<file path="config.mk">
export PLATFORM = sky130hd
export DESIGN_NAME = multi_pool_slot_allocator_unit
export DESIGN_NICKNAME = d
export VERILOG_FILES = /design/src/hdl/mpsa_pkg.sv /design/src/hdl/multi_pool_slot_allocator_unit.sv /design/src/hdl/mpsa_lane.sv
export VERILOG_INCLUDE_DIRS = /design/src /design/src/hdl
export SDC_FILE = /design/constraint.sdc
export NUM_CORES = 1
export LEC_CHECK = 0
export ABC_AREA = 1
export BUFFER_PORTS_ARGS = -buffer_cell sky130_fd_sc_hd__buf_2
export CORE_ASPECT_RATIO = 1.75
export CORE_UTILIZATION = 40
export CTS_CLUSTER_DIAMETER = 100
export CTS_CLUSTER_SIZE = 28
export DETAILED_ROUTE_END_ITERATION = 8
export GPL_TIMING_DRIVEN = 0
export PLACE_DENSITY = 0.64
export SLEW_MARGIN = 20
export SYNTH_ARGS = -nofsm -noshare
export SYNTH_HDL_FRONTEND = slang
export SYNTH_SLANG_ARGS = --single-unit
</file>
<file path="constraint.sdc">
create_clock -name clk -period 5.9 [get_ports clk]
set_input_delay 0 -clock clk [delete_from_list [all_inputs] [get_ports clk]]
set_output_delay 0 -clock clk [all_outputs]
set_load 0.02 [all_outputs]
</file>
<file path="src/hdl/multi_pool_slot_allocator_unit_assert.svh">
// Assertion macros used by the slot allocator's pool lane module.
`ifndef MULTI_POOL_SLOT_ALLOCATOR_UNIT_ASSERT_SVH
`define MULTI_POOL_SLOT_ALLOCATOR_UNIT_ASSERT_SVH

// Condition that must hold at every clock edge out of reset.
`define MPSA_ASSERT(label, cond) \
    label: assert property (@(posedge clk) disable iff (!rst_n) (cond)) \
        else $error("mpsa assertion failed");

// Condition that must hold in the cycle after the trigger.
`define MPSA_ASSERT_NEXT(label, trig, cons) \
    label: assert property (@(posedge clk) disable iff (!rst_n) (trig) |=> (cons)) \
        else $error("mpsa assertion failed");

`endif

</file>
<file path="src/hdl/mpsa_pkg.sv">
// Types, codes and constants of the multi-pool slot allocator.
package mpsa_pkg;

    localparam int POOL_COUNT = 4;
    localparam int OWNER_W    = 8;   // width of the owner field
    localparam int REQ_W      = 4;   // width of one pool count in a request
    localparam int FREE_W     = 4;   // internal free count, pools up to 15 slots
    localparam int FREE_OUT_W = 3;   // free count as shown in a response

    localparam int DEF_PRINTER_SLOTS = 4;
    localparam int DEF_SCANNER_SLOTS = 4;
    localparam int DEF_MODEM_SLOTS   = 4;
    localparam int DEF_DISC_SLOTS    = 4;
    localparam int DEF_OWNER_BITS    = 8;

    typedef enum logic [0:0] {
        OP_ALLOC   = 1'b0,
        OP_RELEASE = 1'b1
    } opcode_t;

    typedef enum logic [1:0] {
        STATUS_GRANTED  = 2'd0,
        STATUS_REFUSED  = 2'd1,
        STATUS_RELEASED = 2'd2
    } status_t;

    typedef struct packed {
        opcode_t            opcode;
        logic [OWNER_W-1:0] owner_id;
        logic [REQ_W-1:0]   printer_request;
        logic [REQ_W-1:0]   scanner_request;
        logic [REQ_W-1:0]   modem_request;
        logic [REQ_W-1:0]   disc_request;
    } req_t;

    typedef struct packed {
        status_t               status;
        logic [FREE_OUT_W-1:0] printer_free;
        logic [FREE_OUT_W-1:0] scanner_free;
        logic [FREE_OUT_W-1:0] modem_free;
        logic [FREE_OUT_W-1:0] disc_free;
    } rsp_t;

    // Commit strobes from the merge stage to each pool lane
    typedef struct packed {
        logic alloc;
        logic rel;
    } lane_ctrl_t;

endpackage

</file>
<file path="src/hdl/multi_pool_slot_allocator_unit.sv">
// Top level: four pool lanes, merge of their shortage flags, response register.
// The response is registered: it is valid in the cycle after its request is accepted.
// Throughput: one request per cycle; all four lanes grant or release in that cycle,
// and a waiting response does not block the next request if it is taken that cycle.
// Reset: rst_n clears every busy bit and sets each free count to its pool size.
module multi_pool_slot_allocator_unit
    import mpsa_pkg::*;
#(
    parameter int PRINTER_SLOTS = DEF_PRINTER_SLOTS,
    parameter int SCANNER_SLOTS = DEF_SCANNER_SLOTS,
    parameter int MODEM_SLOTS   = DEF_MODEM_SLOTS,
    parameter int DISC_SLOTS    = DEF_DISC_SLOTS,
    parameter int OWNER_BITS    = DEF_OWNER_BITS
)
(
    input  logic clk,
    input  logic rst_n,
    input  logic in_valid,
    output logic in_ready,
    input  req_t in_data,
    output logic out_valid,
    input  logic out_ready,
    output rsp_t out_data
);

    localparam int SLOTS_ARR [POOL_COUNT] =
        '{PRINTER_SLOTS, SCANNER_SLOTS, MODEM_SLOTS, DISC_SLOTS};

    logic                  accept;
    logic                  any_short;
    logic [OWNER_BITS-1:0] who;
    lane_ctrl_t            ctrl;
    logic [REQ_W-1:0]      want      [POOL_COUNT];
    logic [FREE_W-1:0]     free_next [POOL_COUNT];
    logic [POOL_COUNT-1:0] short_vec;
    logic                  out_valid_reg;
    logic                  out_valid_next;
    rsp_t                  out_data_reg;
    rsp_t                  rsp_next;

    assign in_ready = !out_valid_reg || out_ready;
    assign accept   = in_valid && in_ready;
    assign who      = OWNER_BITS'(in_data.owner_id);

    assign want[0] = in_data.printer_request;
    assign want[1] = in_data.scanner_request;
    assign want[2] = in_data.modem_request;
    assign want[3] = in_data.disc_request;

    // Pool lanes
    for (genvar g = 0; g < POOL_COUNT; g++)
    begin : g_lane
        mpsa_lane #(
            .SLOTS      (SLOTS_ARR[g]),
            .OWNER_BITS (OWNER_BITS)
        ) u_lane (
            .clk       (clk),
            .rst_n     (rst_n),
            .ctrl      (ctrl),
            .who       (who),
            .want      (want[g]),
            .short_of  (short_vec[g]),
            .free_next (free_next[g])
        );
    end

    // Merge: all-or-nothing grant across pools
    assign any_short  = |short_vec;
    assign ctrl.alloc = accept && (in_data.opcode == OP_ALLOC) && !any_short;
    assign ctrl.rel   = accept && (in_data.opcode == OP_RELEASE);

    // Response contents
    always_comb
    begin
        case (in_data.opcode)
            OP_RELEASE: rsp_next.status = STATUS_RELEASED;
            OP_ALLOC:   rsp_next.status = any_short ? STATUS_REFUSED : STATUS_GRANTED;
            default:    rsp_next.status = STATUS_REFUSED;
        endcase
        rsp_next.printer_free = free_next[0][FREE_OUT_W-1:0];
        rsp_next.scanner_free = free_next[1][FREE_OUT_W-1:0];
        rsp_next.modem_free   = free_next[2][FREE_OUT_W-1:0];
        rsp_next.disc_free    = free_next[3][FREE_OUT_W-1:0];
    end

    // Response valid
    always_comb
    begin
        out_valid_next = out_valid_reg;
        if (accept)
        begin
            out_valid_next = 1'b1;
        end
        else if (out_ready)
        begin
            out_valid_next = 1'b0;
        end
    end

    always_ff @(posedge clk or negedge rst_n)
    begin
        if (!rst_n)
        begin
            out_valid_reg <= 1'b0;
        end
        else
        begin
            out_valid_reg <= out_valid_next;
        end
    end

    always_ff @(posedge clk)
    begin
        if (accept)
        begin
            out_data_reg <= rsp_next;
        end
    end

    assign out_valid = out_valid_reg;
    assign out_data  = out_data_reg;

endmodule

</file>
<file path="src/hdl/mpsa_lane.sv">
// One pool lane: busy bits, owners, free count, first-free grant and release match.
module mpsa_lane
    import mpsa_pkg::*;
#(
    parameter int SLOTS      = DEF_PRINTER_SLOTS,
    parameter int OWNER_BITS = DEF_OWNER_BITS
)
(
    input  logic                  clk,
    input  logic                  rst_n,
    input  lane_ctrl_t            ctrl,
    input  logic [OWNER_BITS-1:0] who,
    input  logic [REQ_W-1:0]      want,
    output logic                  short_of,
    output logic [FREE_W-1:0]     free_next
);

`include "multi_pool_slot_allocator_unit_assert.svh"

    logic [SLOTS-1:0]      busy_reg;
    logic [SLOTS-1:0]      busy_next;
    logic [OWNER_BITS-1:0] owner_reg [SLOTS];
    logic [FREE_W-1:0]     free_reg;
    logic [SLOTS-1:0]      free_vec;
    logic [SLOTS-1:0]      grant_vec;
    logic [SLOTS-1:0]      match_vec;
    logic [FREE_W-1:0]     freed;

    assign free_vec = ~busy_reg;
    assign short_of = (want > free_reg);

    // Grant a free slot when fewer than want free slots sit below it
    always_comb
    begin
        logic [SLOTS-1:0] below;
        for (int s = 0; s < SLOTS; s++)
        begin
            below = '0;
            for (int j = 0; j < s; j++)
            begin
                below[j] = free_vec[j];
            end
            grant_vec[s] = free_vec[s] && (FREE_W'($countones(below)) < want);
        end
    end

    // Slots held by the releasing owner
    always_comb
    begin
        for (int s = 0; s < SLOTS; s++)
        begin
            match_vec[s] = busy_reg[s] && (owner_reg[s] == who);
        end
    end

    assign freed = FREE_W'($countones(match_vec));

    // Next busy bits and free count
    always_comb
    begin
        busy_next = busy_reg;
        free_next = free_reg;
        if (ctrl.alloc)
        begin
            busy_next = busy_reg | grant_vec;
            free_next = free_reg - want;
        end
        else if (ctrl.rel)
        begin
            busy_next = busy_reg & ~match_vec;
            free_next = free_reg + freed;
        end
    end

    always_ff @(posedge clk or negedge rst_n)
    begin
        if (!rst_n)
        begin
            busy_reg <= '0;
            free_reg <= FREE_W'(SLOTS);
        end
        else
        begin
            busy_reg <= busy_next;
            free_reg <= free_next;
        end
    end

    // Owner entries are written only for newly granted slots
    always_ff @(posedge clk)
    begin
        for (int s = 0; s < SLOTS; s++)
        begin
            if (ctrl.alloc && grant_vec[s])
            begin
                owner_reg[s] <= who;
            end
        end
    end

    `MPSA_ASSERT(a_free_tracks_busy, free_reg == FREE_W'(SLOTS - $countones(busy_reg)))
    `MPSA_ASSERT(a_no_alloc_when_short, !(ctrl.alloc && short_of))
    `MPSA_ASSERT(a_single_commit, !(ctrl.alloc && ctrl.rel))
    `MPSA_ASSERT_NEXT(a_idle_holds_busy, !ctrl.alloc && !ctrl.rel, $stable(busy_reg))

endmodule

</file>
==> results of run 1 <==
==> logic make-up (layout without fill, tap and decap cells) <==
group           count (synthesis)  count (layout)  share of synthesized area, %
fa+ha+maj                      72              72                          10.9
simple gates                  324             324                          14.7
buf+inv                       110             210                          5.46
flops                         175             175                          53.0
compound gates                 62              62                          3.80
xor+xnor                      132             132                          12.0
==> final cells by class <==
| class | count | share of cell area (%) |
|---|---|---|
| flip-flops and latches | 175 | 46.3 |
| multi-input cells | 590 | 36.3 |
| repair buffers | 68 | 4.19 |
| clock buffers | 19 | 3.94 |
| well taps | 304 | 3.46 |
| inverters | 86 | 2.97 |
| plain buffers | 24 | 1.80 |
| clock inverters | 13 | 1.04 |
==> Yosys cell counts <==
| cell | instances | area share, % |
|---|---|---|
| nand3b_1 | 4 | 0.31 |
| buf_2 | 11 | 0.57 |
| nor3_2 | 8 | 0.83 |
| nand2_2 | 2 | 0.13 |
| ha_1 | 52 | 6.8 |
| inv_1 | 81 | 3.2 |
| nand3_1 | 32 | 1.7 |
| o21ai_1 | 2 | 0.10 |
| nand2_1 | 179 | 7.0 |
| nand3_4 | 1 | 0.18 |
| a21oi_1 | 12 | 0.63 |
| edfxtp_1 | 142 | 44 |
| nor2_2 | 2 | 0.13 |
| inv_2 | 3 | 0.12 |
| clkinv_2 | 1 | 0.052 |
| fa_1 | 20 | 4.2 |
| buf_6 | 12 | 1.4 |
| nand2_4 | 1 | 0.12 |
| o21ai_0 | 32 | 1.7 |
| nor2_1 | 78 | 3.0 |
| xnor2_1 | 128 | 12 |
| nand4_1 | 4 | 0.26 |
| dfstp_2 | 4 | 1.1 |
| o21ai_2 | 12 | 1.1 |
| a21boi_0 | 4 | 0.31 |
| buf_4 | 1 | 0.078 |
| nor2_4 | 1 | 0.12 |
| nand3_2 | 4 | 0.42 |
| and3_1 | 4 | 0.26 |
| inv_4 | 1 | 0.065 |
| dfrtp_1 | 29 | 7.6 |
| or2_0 | 4 | 0.26 |
| xor2_1 | 4 | 0.36 |
==> metrics by stage <==
| step | cell area [um2] | setup WS [ps] | utilization [%] |
|---|---|---|---|
| after floorplan | 9610 | 3320 | - |
| after global placement | 10200 | 2520 | 43.6 |
| after detailed placement | 10200 | 2440 | 43.6 |
| after CTS | 11000 | 2390 | 46.9 |
| after global routing | 11000 | 2120 | 46.9 |
| final | 11000 | 2430 | 46.9 |
==> repair_timing <==
item / in CTS / in global routing
hold buffers: 24 / 0
hold endpoints to repair: 108 / 0
buffers inserted: 0 / 0
==> cell usage in the layout, fill, tap and decap left out, types with 4 or more instances in the layout <==
| cell type | netlist | routed |
|---|---|---|
| a21boi_0 | 4 | 4 |
| and3_1 | 4 | 4 |
| nand3b_1 | 4 | 4 |
| o21ai_0 | 32 | 32 |
| nand2_1 | 179 | 179 |
| nand4_1 | 4 | 4 |
| xnor2_1 | 128 | 128 |
| nor3_2 | 8 | 8 |
| inv_1 | 81 | 81 |
| fa_1 | 20 | 20 |
| nand3_1 | 32 | 32 |
| clkbuf_16 | 0 | 17 |
| buf_6 | 12 | 12 |
| xor2_1 | 4 | 4 |
| o21ai_2 | 12 | 12 |
| a21oi_1 | 12 | 12 |
| or2_0 | 4 | 4 |
| dfrtp_1 | 29 | 29 |
| ha_1 | 52 | 52 |
| edfxtp_1 | 142 | 142 |
| nor2_1 | 78 | 78 |
| nand3_2 | 4 | 4 |
| dfstp_2 | 4 | 4 |
| dlygate4sd3_1 | 0 | 24 |
| buf_2 | 11 | 55 |
==> per-layer routing <==
| metal | share of wire [%] | vias up |
|---|---|---|
| li1 | - | 3024 |
| met3 | 2.3 | 29 |
| met2 | 57 | 98 |
| met1 | 38 | 2862 |
| met4 | 3.1 | 0 |
| met5 | 0 | - |
==> final timing paths <==
path | to | slack (ps) | cells after the start | startpoint
min reg2reg | g_lane[3].u_lane.busy_reg[1]$_DFFE_PN0P_ | 480 | 2 | g_lane[3].u_lane.busy_reg[1]$_DFFE_PN0P_
max | out_data[5]$_DFFE_PP_ | 2430 | 18 | in_data[23]
max in group asynchronous | g_lane[2].u_lane.free_reg[3]$_DFFE_PN0P_ | 5120 | 2 | rst_n
max reg2reg | g_lane[2].u_lane.owner_reg[3][1]$_DFFE_PP_ | 2840 | 12 | g_lane[3].u_lane.free_reg[0]$_DFF_PN0_
min in group asynchronous | g_lane[0].u_lane.busy_reg[2]$_DFFE_PN0P_ | 210 | 2 | rst_n
min | g_lane[0].u_lane.owner_reg[2][0]$_DFFE_PP_ | 3 | 1 | in_data[16]
==> power by group through the flow <==
stage	combinational [W]	sequential, W	clock, W
3_5_place_dp	0.000451	0.00144	0
4_1_cts	0.000462	0.00141	0.00109
5_1_grt	0.000517	0.00142	0.00113
3_3_place_gp	0.000439	0.00144	0
6_report	0.000453	0.00141	0.00107
2_1_floorplan	0.000303	0.00145	0
==> metrics, run 1 <==
Max Cap Viol=0; clk_lat worst skew=440 ps; Finished Layout Cells=1279; vias in the first global route=6125; TritonCTS clock tree=built; hold slack=2.64 ps; Top Family by Delay on Critical Path=buffers and inverters; initial antenna violation count=0; Clock Tree Root=clkbuf_16; Pleak=4.35 nW; CP arrival=3760 ps; worst vdd ir=0.201 mV; grt peak-use layer=met2; filler cell count=2168; power per cell area=267 nW/um2; Sw Share=27.0%; synth warn=0; Boundary Pins=45; Initial DRC Count=302; placed cells=1223; Pint=0.00214 W; RSZ-0062 raised after global routing=false; DR DRC count=0; nature of the critical path startpoint=input pin; status=finished clean; sequential area share after synthesis=53.0%; CP bufs+invs=7; gr usage total=17.6%; first-pass iteration count of the detailed router=4; Setup Total Neg Slack=0 ps; Detailed Route WL=20400 um; buffer depth of the longest clock path=2; multi-input logic area=3990 um2; Slew @ Worst Pin=887 ps; largest net degree at the start of global routing=34; Syn Nets=976; post-synth cell types=33; die area=24700 um2; CP Capture Type=flip-flop; type of the worst min-delay path=input pin to flip-flop; die height=207 um; Logic pwr share=15.4%; cells resized by post-CTS repair=0; HPWL after DPL=15600 um; Clk pwr share=36.4%; Layout area overhead=14.4%; CP peak stage delay=510 ps; Rel. slew slack=40.8%; grt ovf=0; NetSw=0.000794 W; min Tclk post-route=3470 ps; final setup violation count=0; Max FO, Critical Path=17; first-pass GRT wire length=32600 um; Hold Fails Final Rpt=0; DR vias=6013; Worst-path clk slew=70 ps; overall power=0.00294 W; core area=23400 um2; final net count=1063; Slowest-stage cell, CP=dlygate4sd3_1; Rows=74; RePlAce Congestion=0.859; f_max=288 MHz; max reg flops=128; Tcrit/Tclk final=58.8%; GR Util met3=3.19%; sequential cell area=5090 um2; H-tree depth=4; cell count after synthesis=875; part of the power in registers=48.2%; Antenna Cells=0; worst path cell trace=dlygate4sd3_1, buf_2, buf_2, buf_6, xnor2_1, nand2_1, nor2_1, and3_1, ha_1, inv_1, fa_1, inv_1, ha_1, inv_1, fa_1, o21ai_0, nand2_1, o21ai_2; Worst EP required=6190 ps; GR Util met1=17.8%; post-synthesis register bit count=175; DR vias/cell=4.70; clk sinks=175; port bufs=44; M2 GR Usage=34.3%; Initial Util=41.0%; most used cell along the critical path=inv_1; cts bufs inserted=17; Die W=119 um; post-synthesis cell area=9610 um2; Antenna Nets Post-Route=0; routed length per instance=15.9 um; mean area per synthesized cell=11.0 um2; WS Path Type=input pin to flip-flop; share of cells above drive strength 1=13.8%; Max Slew Vio Count=0; Setup Skew=7.04 ps
Note: power is estimated with default switching activity, not from simulation.
==> inputs of run 2 (changes only) <==
PLACE_DENSITY = 0.66   (was 0.64)
clock period = 2.8 ns   (was 5.9 ns; I/O delays follow)
==> run 2 against run 1 <==
The flow now finishes with violations (negative setup slack). Clock power is 120% higher. Critical path depth down 3. Cell count increased by 1.3%. Clock skew increased by 1.7 ps. Critical path type is now flip-flop to flip-flop.
==> metrics, run 2 (synthesis results as in run 1) <==
Tcrit/Tclk final=103%; min Tclk post-route=2880 ps; nature of the critical path startpoint=flip-flop; part of the power in registers=46.6% (-1.6 points); routed length per instance=18.0 um (+13%); overall power=0.00641 W (+120%); multi-input logic area=4380 um2 (+9.9%); Layout area overhead=21.5%; Logic pwr share=16.2% (+0.8 points); core area=23400 um2 (unchanged); port bufs=44 (unchanged); RSZ-0062 raised after global routing=true; WS Path Type=flip-flop to flip-flop; f_max=347 MHz; die height=207 um (unchanged); H-tree depth=4 (unchanged); Worst EP required=3000 ps (-3190 ps); Slowest-stage cell, CP=fa_2; share of cells above drive strength 1=23.2% (+9.3 points); Boundary Pins=45 (unchanged); sequential cell area=5090 um2 (unchanged); Pint=0.00465 W (+120%); Clock Tree Root=clkbuf_16; design area=11700 um2 (+6.2%); WHS Endpoint=g_lane[1].u_lane.busy_reg[0]$_DFFE_PN0P_; Antenna Nets Post-Route=0 (unchanged); RR Startpoint=g_lane[3].u_lane.owner_reg[0][0]$_DFFE_PP_; RePlAce Congestion=0.890 (+3.6%); CP arrival=3090 ps (-670 ps); Clk pwr share=37.2% (+0.8 points); commonest non-fill, non-tap cell in the layout=nand2_1; DR vias=6318 (+5.1%); TritonCTS clock tree=built; status=complete, but fails checks; Worst-path clk slew=70 ps (about the same); Max Cap Viol=0 (unchanged); Initial Util=41.0% (unchanged); DP Area=10200 um2 (unchanged); clk_lat worst skew=450 ps (about the same); hold depth=5 (+4); Setup Skew=8.76 ps (+1.72 ps); Pleak=4.45 nW (+2.4%); Rows=74 (unchanged); largest net degree at the start of global routing=34 (unchanged); die area=24700 um2 (unchanged); vias in the first global route=6426 (+4.9%); worst vdd ir=0.416 mV (+110%); filler cell count=2028 (-6.5%); NetSw=0.00176 W (+120%); cts bufs inserted=17 (unchanged); gr usage total=19.8% (+2.1 points); clk sinks=175 (unchanged); Antenna Cells=0 (unchanged); Detailed Route WL=23400 um (+15%); DR DRC count=0 (unchanged); worst r2r dst=out_data[2]$_DFFE_PP_; Initial DRC Count=301 (-0.33%); Hold Fails Final Rpt=0 (unchanged); Max FO, Critical Path=2 (-15); CP peak stage delay=510 ps (about the same); final setup violation count=5 (+5); reg-to-reg setup timing slack=-80 ps (-2920 ps); power per cell area=549 nW/um2 (+110%); Slew @ Worst Pin=885 ps (-1.79 ps); hold slack=24.3 ps (+21.7 ps); DR vias/cell=4.88 (+3.7%); Sw Share=27.5% (+0.45 points); HPWL after DPL=16000 um (+2.9%); Reg2Reg Depth=15 (+3); worst path cell trace=xnor2_2, nand2_1, nor2_4, nand2_2, nor2_4, ha_4, inv_2, fa_1, inv_1, ha_2, inv_2, fa_2, o21ai_1, nand2_1, o21ai_2; Hold Crit Start=in_data[11]; failing checks=negative setup slack; grt ovf=0 (unchanged); final net count=1080 (+1.6%); Max Slew Vio Count=0 (unchanged); type of the worst min-delay path=input pin to flip-flop; max reg flops=128 (unchanged); buffer depth of the longest clock path=2 (unchanged); first-pass GRT wire length=35300 um (+8.3%); CP Capture Type=flip-flop; Rel. slew slack=41.0% (+0.12 points); initial antenna violation count=0 (unchanged); CP startpoint=g_lane[3].u_lane.owner_reg[0][0]$_DFFE_PP_; most frequent cells in the layout=173 x nand2_1, 142 x edfxtp_1, 122 x xnor2_1, 71 x inv_1, 44 x buf_2; first-pass iteration count of the detailed router=4 (unchanged); Die W=119 um (unchanged); fin worst setup slack=-83.7 ps (-2510 ps)
## run 2: cell types whose count changed in the layout (fill, tap and decap cells not counted), moves of 9 or more
cell,before,now
buf_2,55,44
nor2_1,78,41
o21ai_0,32,23
buf_4,1,20
nor2_2,2,21
inv_1,81,71
ha_1,52,42
inv_2,3,13
nor2_4,1,19
## run 2: how the worst max path moves through the flow
stage	end	slack [ps]	cells past startpoint
global placement	out_data[8]$_DFFE_PP_	-750	18
floorplan	out_data[5]$_DFFE_PP_	220	15
global route	out_data[5]$_DFFE_PP_	-210	15
CTS	g_lane[0].u_lane.owner_reg[0][1]$_DFFE_PP_	-140	11
finish	out_data[2]$_DFFE_PP_	-80	15
detailed placement	out_data[8]$_DFFE_PP_	-830	18
## run 2: area by class of cell
class                      count  area share [%]
clock inverter                14            1.32
tap                          304            3.26
multi-input combinational    591            37.5
sequential                   175            43.6
timing repair buffer          84            5.96
buffer                        24            1.80
clock buffer                  18            3.68
inverter                      86            2.83
## run 2: critical path: cells and delay by family, from the launching register on
| kind | cells | cell delay, ps |
|---|---|---|
| AOI/OAI and AO/OA | 2 | 110 |
| xor gates and xnor gates | 1 | 170 |
| and+or+nand+nor | 5 | 560 |
| adders and majority gates | 4 | 1230 |
| buffers and inverters | 3 | 140 |
| DFF | 1 | 430 |
## run 2: routing by layer
metal	global-route usage [%]	vias to the layer above	routed length [um]
met5	0	-	0
met4	13.0	0	1580
met3	3.33	69	679
met2	38.4	143	13100
met1	18.4	3039	7940
li1	-	3067	-
## run 2: power by group through the flow
stage | clock, W | sequential [W] | combinational (W)
final | 0.00239 | 0.00298 | 0.00104
after global routing | 0.00253 | 0.00299 | 0.00116
after floorplan | 0 | 0.00306 | 0.000639
after global placement | 0 | 0.00303 | 0.000928
after detailed placement | 0 | 0.00303 | 0.000958
after CTS | 0.00242 | 0.00298 | 0.00101
## run 2: what timing repair did
action	in CTS	in global routing
setup endpoints to repair	141	135
gates resized for setup	46	82
endpoints found under the hold margin	171	0
setup buffers	2	14
pin swaps	11	35
hold buffers	24	0
cloned	0	1
## run 2: through the flow
step	util [%]	setup TNS, ps	std cells	worst slack [ps]
global route	49.8	-1530	1296	-209
floorplan	-	0	875	219
finish	49.8	-238	1296	-83.7
CTS	47.8	-7190	1281	-138
global placement	43.6	-23450	1223	-750
detailed placement	43.6	-26640	1223	-825
==> inputs of run 3 (changes only) <==
CORE_UTILIZATION = 45   (was 40)
PLACE_DENSITY = 0.72   (was 0.66)
SETUP_SLACK_MARGIN = 0.05   (was unset)
==> run 3 against run 2 <==
The flow still finishes with violations (negative setup slack). Non-clock buffer count rose by 1. Total power fell by 2.0%. Design area fell by 1.6%. Utilization rose by 5.0 points. Die area fell by 11%. First-iteration DRC count rose by 13%. Global-route usage rose by 0.80 points. Critical endpoint is now out_data[5]$_DFFE_PP_.
==> metrics, run 3 (synthesis results as in run 1) <==
status=complete, but fails checks; failing checks=negative setup slack; fin worst setup slack=-112 ps (-28.0 ps); buffer depth of the longest clock path=2 (unchanged); routed length per instance=17.5 um (-3.0%); final setup violation count=6 (+1); min Tclk post-route=2910 ps (+28.0 ps); Clock Tree Root=clkbuf_16; die area=22000 um2 (-11%); f_max=343 MHz (-0.96%); core area=20900 um2 (-11%); port bufs=44 (unchanged); Layout area overhead=19.6%; Hold Fails Final Rpt=0 (unchanged); Antenna Nets Post-Route=0 (unchanged); worst vdd ir=0.468 mV (+12%); RSZ-0062 raised after global routing=true; cts bufs inserted=17 (unchanged); CP Capture Type=flip-flop; Rows=70 (-5.4%); Initial Util=45.9% (+4.9 points); Detailed Route WL=21700 um (-7.0%); gr usage total=20.6% (+0.80 points); commonest non-fill, non-tap cell in the layout=nand2_1; H-tree depth=4 (unchanged); DR vias/cell=5.11 (+4.9%); Antenna Cells=0 (unchanged); Max FO, Critical Path=2 (unchanged); multi-input logic area=4270 um2 (-2.5%); clk_lat worst skew=430 ps (-20 ps); Worst EP required=2990 ps (about the same); Reg2Reg Depth=15 (unchanged); Initial DRC Count=339 (+13%); die height=195 um (-5.7%); Die W=112 um (-5.6%); Worst-path clk slew=70 ps (about the same); vias in the first global route=6466 (+0.62%); filler cell count=1683 (-17%); most frequent cells in the layout=177 x nand2_1, 142 x edfxtp_1, 123 x xnor2_1, 72 x inv_1, 45 x nor2_1; Slew @ Worst Pin=855 ps (-30.2 ps); largest net degree at the start of global routing=34 (unchanged); nature of the critical path startpoint=flip-flop; Max Slew Vio Count=0 (unchanged); grt ovf=0 (unchanged); hold depth=1 (-4); Setup Skew=7.52 ps (-1.24 ps); share of cells above drive strength 1=21.8% (-1.4 points); first-pass GRT wire length=33500 um (-4.9%); DP Area=10100 um2 (-0.64%); final net count=1080 (unchanged); sequential cell area=5100 um2 (about the same); RePlAce Congestion=0.857 (-3.7%); max reg flops=128 (unchanged); DR DRC count=0 (unchanged); power per cell area=547 nW/um2 (-0.36%); Setup Total Neg Slack=-438 ps (-200 ps); HPWL after DPL=15500 um (-3.6%); initial antenna violation count=0 (unchanged); Max Cap Viol=0 (unchanged); clk sinks=175 (unchanged); Post-Route Utilization=54.9% (+5.0 points); first-pass iteration count of the detailed router=4 (unchanged); type of the worst min-delay path=input pin to flip-flop; WS Path Type=flip-flop to flip-flop; design area=11500 um2 (-1.6%); Boundary Pins=45 (unchanged); Tcrit/Tclk final=104% (+1.0 points); CP arrival=3100 ps (about the same); Pleak=4.44 nW (-0.21%); Rel. slew slack=43.0% (+2.0 points); DR vias=6351 (+0.52%); TritonCTS clock tree=built
[run 3: worst paths after layout]
path | from | end | slack, ps
worst max-delay path | g_lane[2].u_lane.owner_reg[2][7]$_DFFE_PP_ | out_data[5]$_DFFE_PP_ | -110
worst min-delay path | in_data[18] | g_lane[3].u_lane.owner_reg[3][2]$_DFFE_PP_ | 5
worst max register to register | g_lane[2].u_lane.owner_reg[2][7]$_DFFE_PP_ | out_data[5]$_DFFE_PP_ | -110
worst min register to register | g_lane[1].u_lane.busy_reg[1]$_DFFE_PN0P_ | g_lane[1].u_lane.busy_reg[1]$_DFFE_PN0P_ | 480
max in group asynchronous | rst_n | g_lane[0].u_lane.busy_reg[0]$_DFFE_PN0P_ | 1990
min in group asynchronous | rst_n | g_lane[3].u_lane.free_reg[1]$_DFF_PN0_ | 210
[run 3: stage by stage]
step / hold WS, ps / std cells / setup slack (ps) / total power, W
floorplan: -296 / 875 / 219 / 0.00370
global placement: 169 / 1171 / -529 / 0.00394
detailed placement: 160 / 1171 / -606 / 0.00397
CTS: 0.966 / 1229 / -117 / 0.00628
global route: 12.4 / 1242 / -288 / 0.00653
finish: 5.36 / 1242 / -112 / 0.00628
[run 3: timing repair]
action	in CTS	in global routing
pin swaps	22	55
gates resized for setup	62	49
hold buffers	26	1
buffers inserted	2	12
setup endpoints to repair	140	134
endpoints found under the hold margin	141	16
[run 3: final cells by class]
cell class                      count  area share [%]
Buffer                             24            1.88
Multi-Input combinational cell    590            37.2
Sequential cell                   175            44.4
Tap cell                          252            2.74
Clock buffer                       18            3.74
Clock inverter                     12            1.06
Inverter                           86            2.88
Timing Repair Buffer               85            6.16
[run 3: worst max-delay path, stage by stage, from the launching register on]
cell and delay (ps):
edfxtp_1 390, xnor2_1 170, nand2_1 90, nor2_2 140, nand2_1 80, nor2_2 130, ha_2 210, inv_2 40
fa_1 440, inv_1 70, ha_2 160, inv_2 40, fa_2 520, o21ai_2 50, nand2_1 90, o21ai_2 60
[run 3: power by group]
part | leakage, nW | internal [W] | total, W | switching, W
Sequential | 1.72 | 0.00293 | 0.00298 | 0.0000572
Combinational | 2.46 | 0.000399 | 0.00102 | 0.000624
Clock | 0.261 | 0.00129 | 0.00228 | 0.000984
[run 3: layer usage]
layer | part of all wire, % | GRT usage [%] | routed length (um) | vias up
li1 | - | - | - | 3067
met1 | 35 | 19.8 | 7560 | 3078
met2 | 57 | 40.8 | 12400 | 146
met3 | 2.7 | 2.55 | 582 | 60
met4 | 5.6 | 12.1 | 1220 | 0
met5 | 0 | 0 | 0 | -
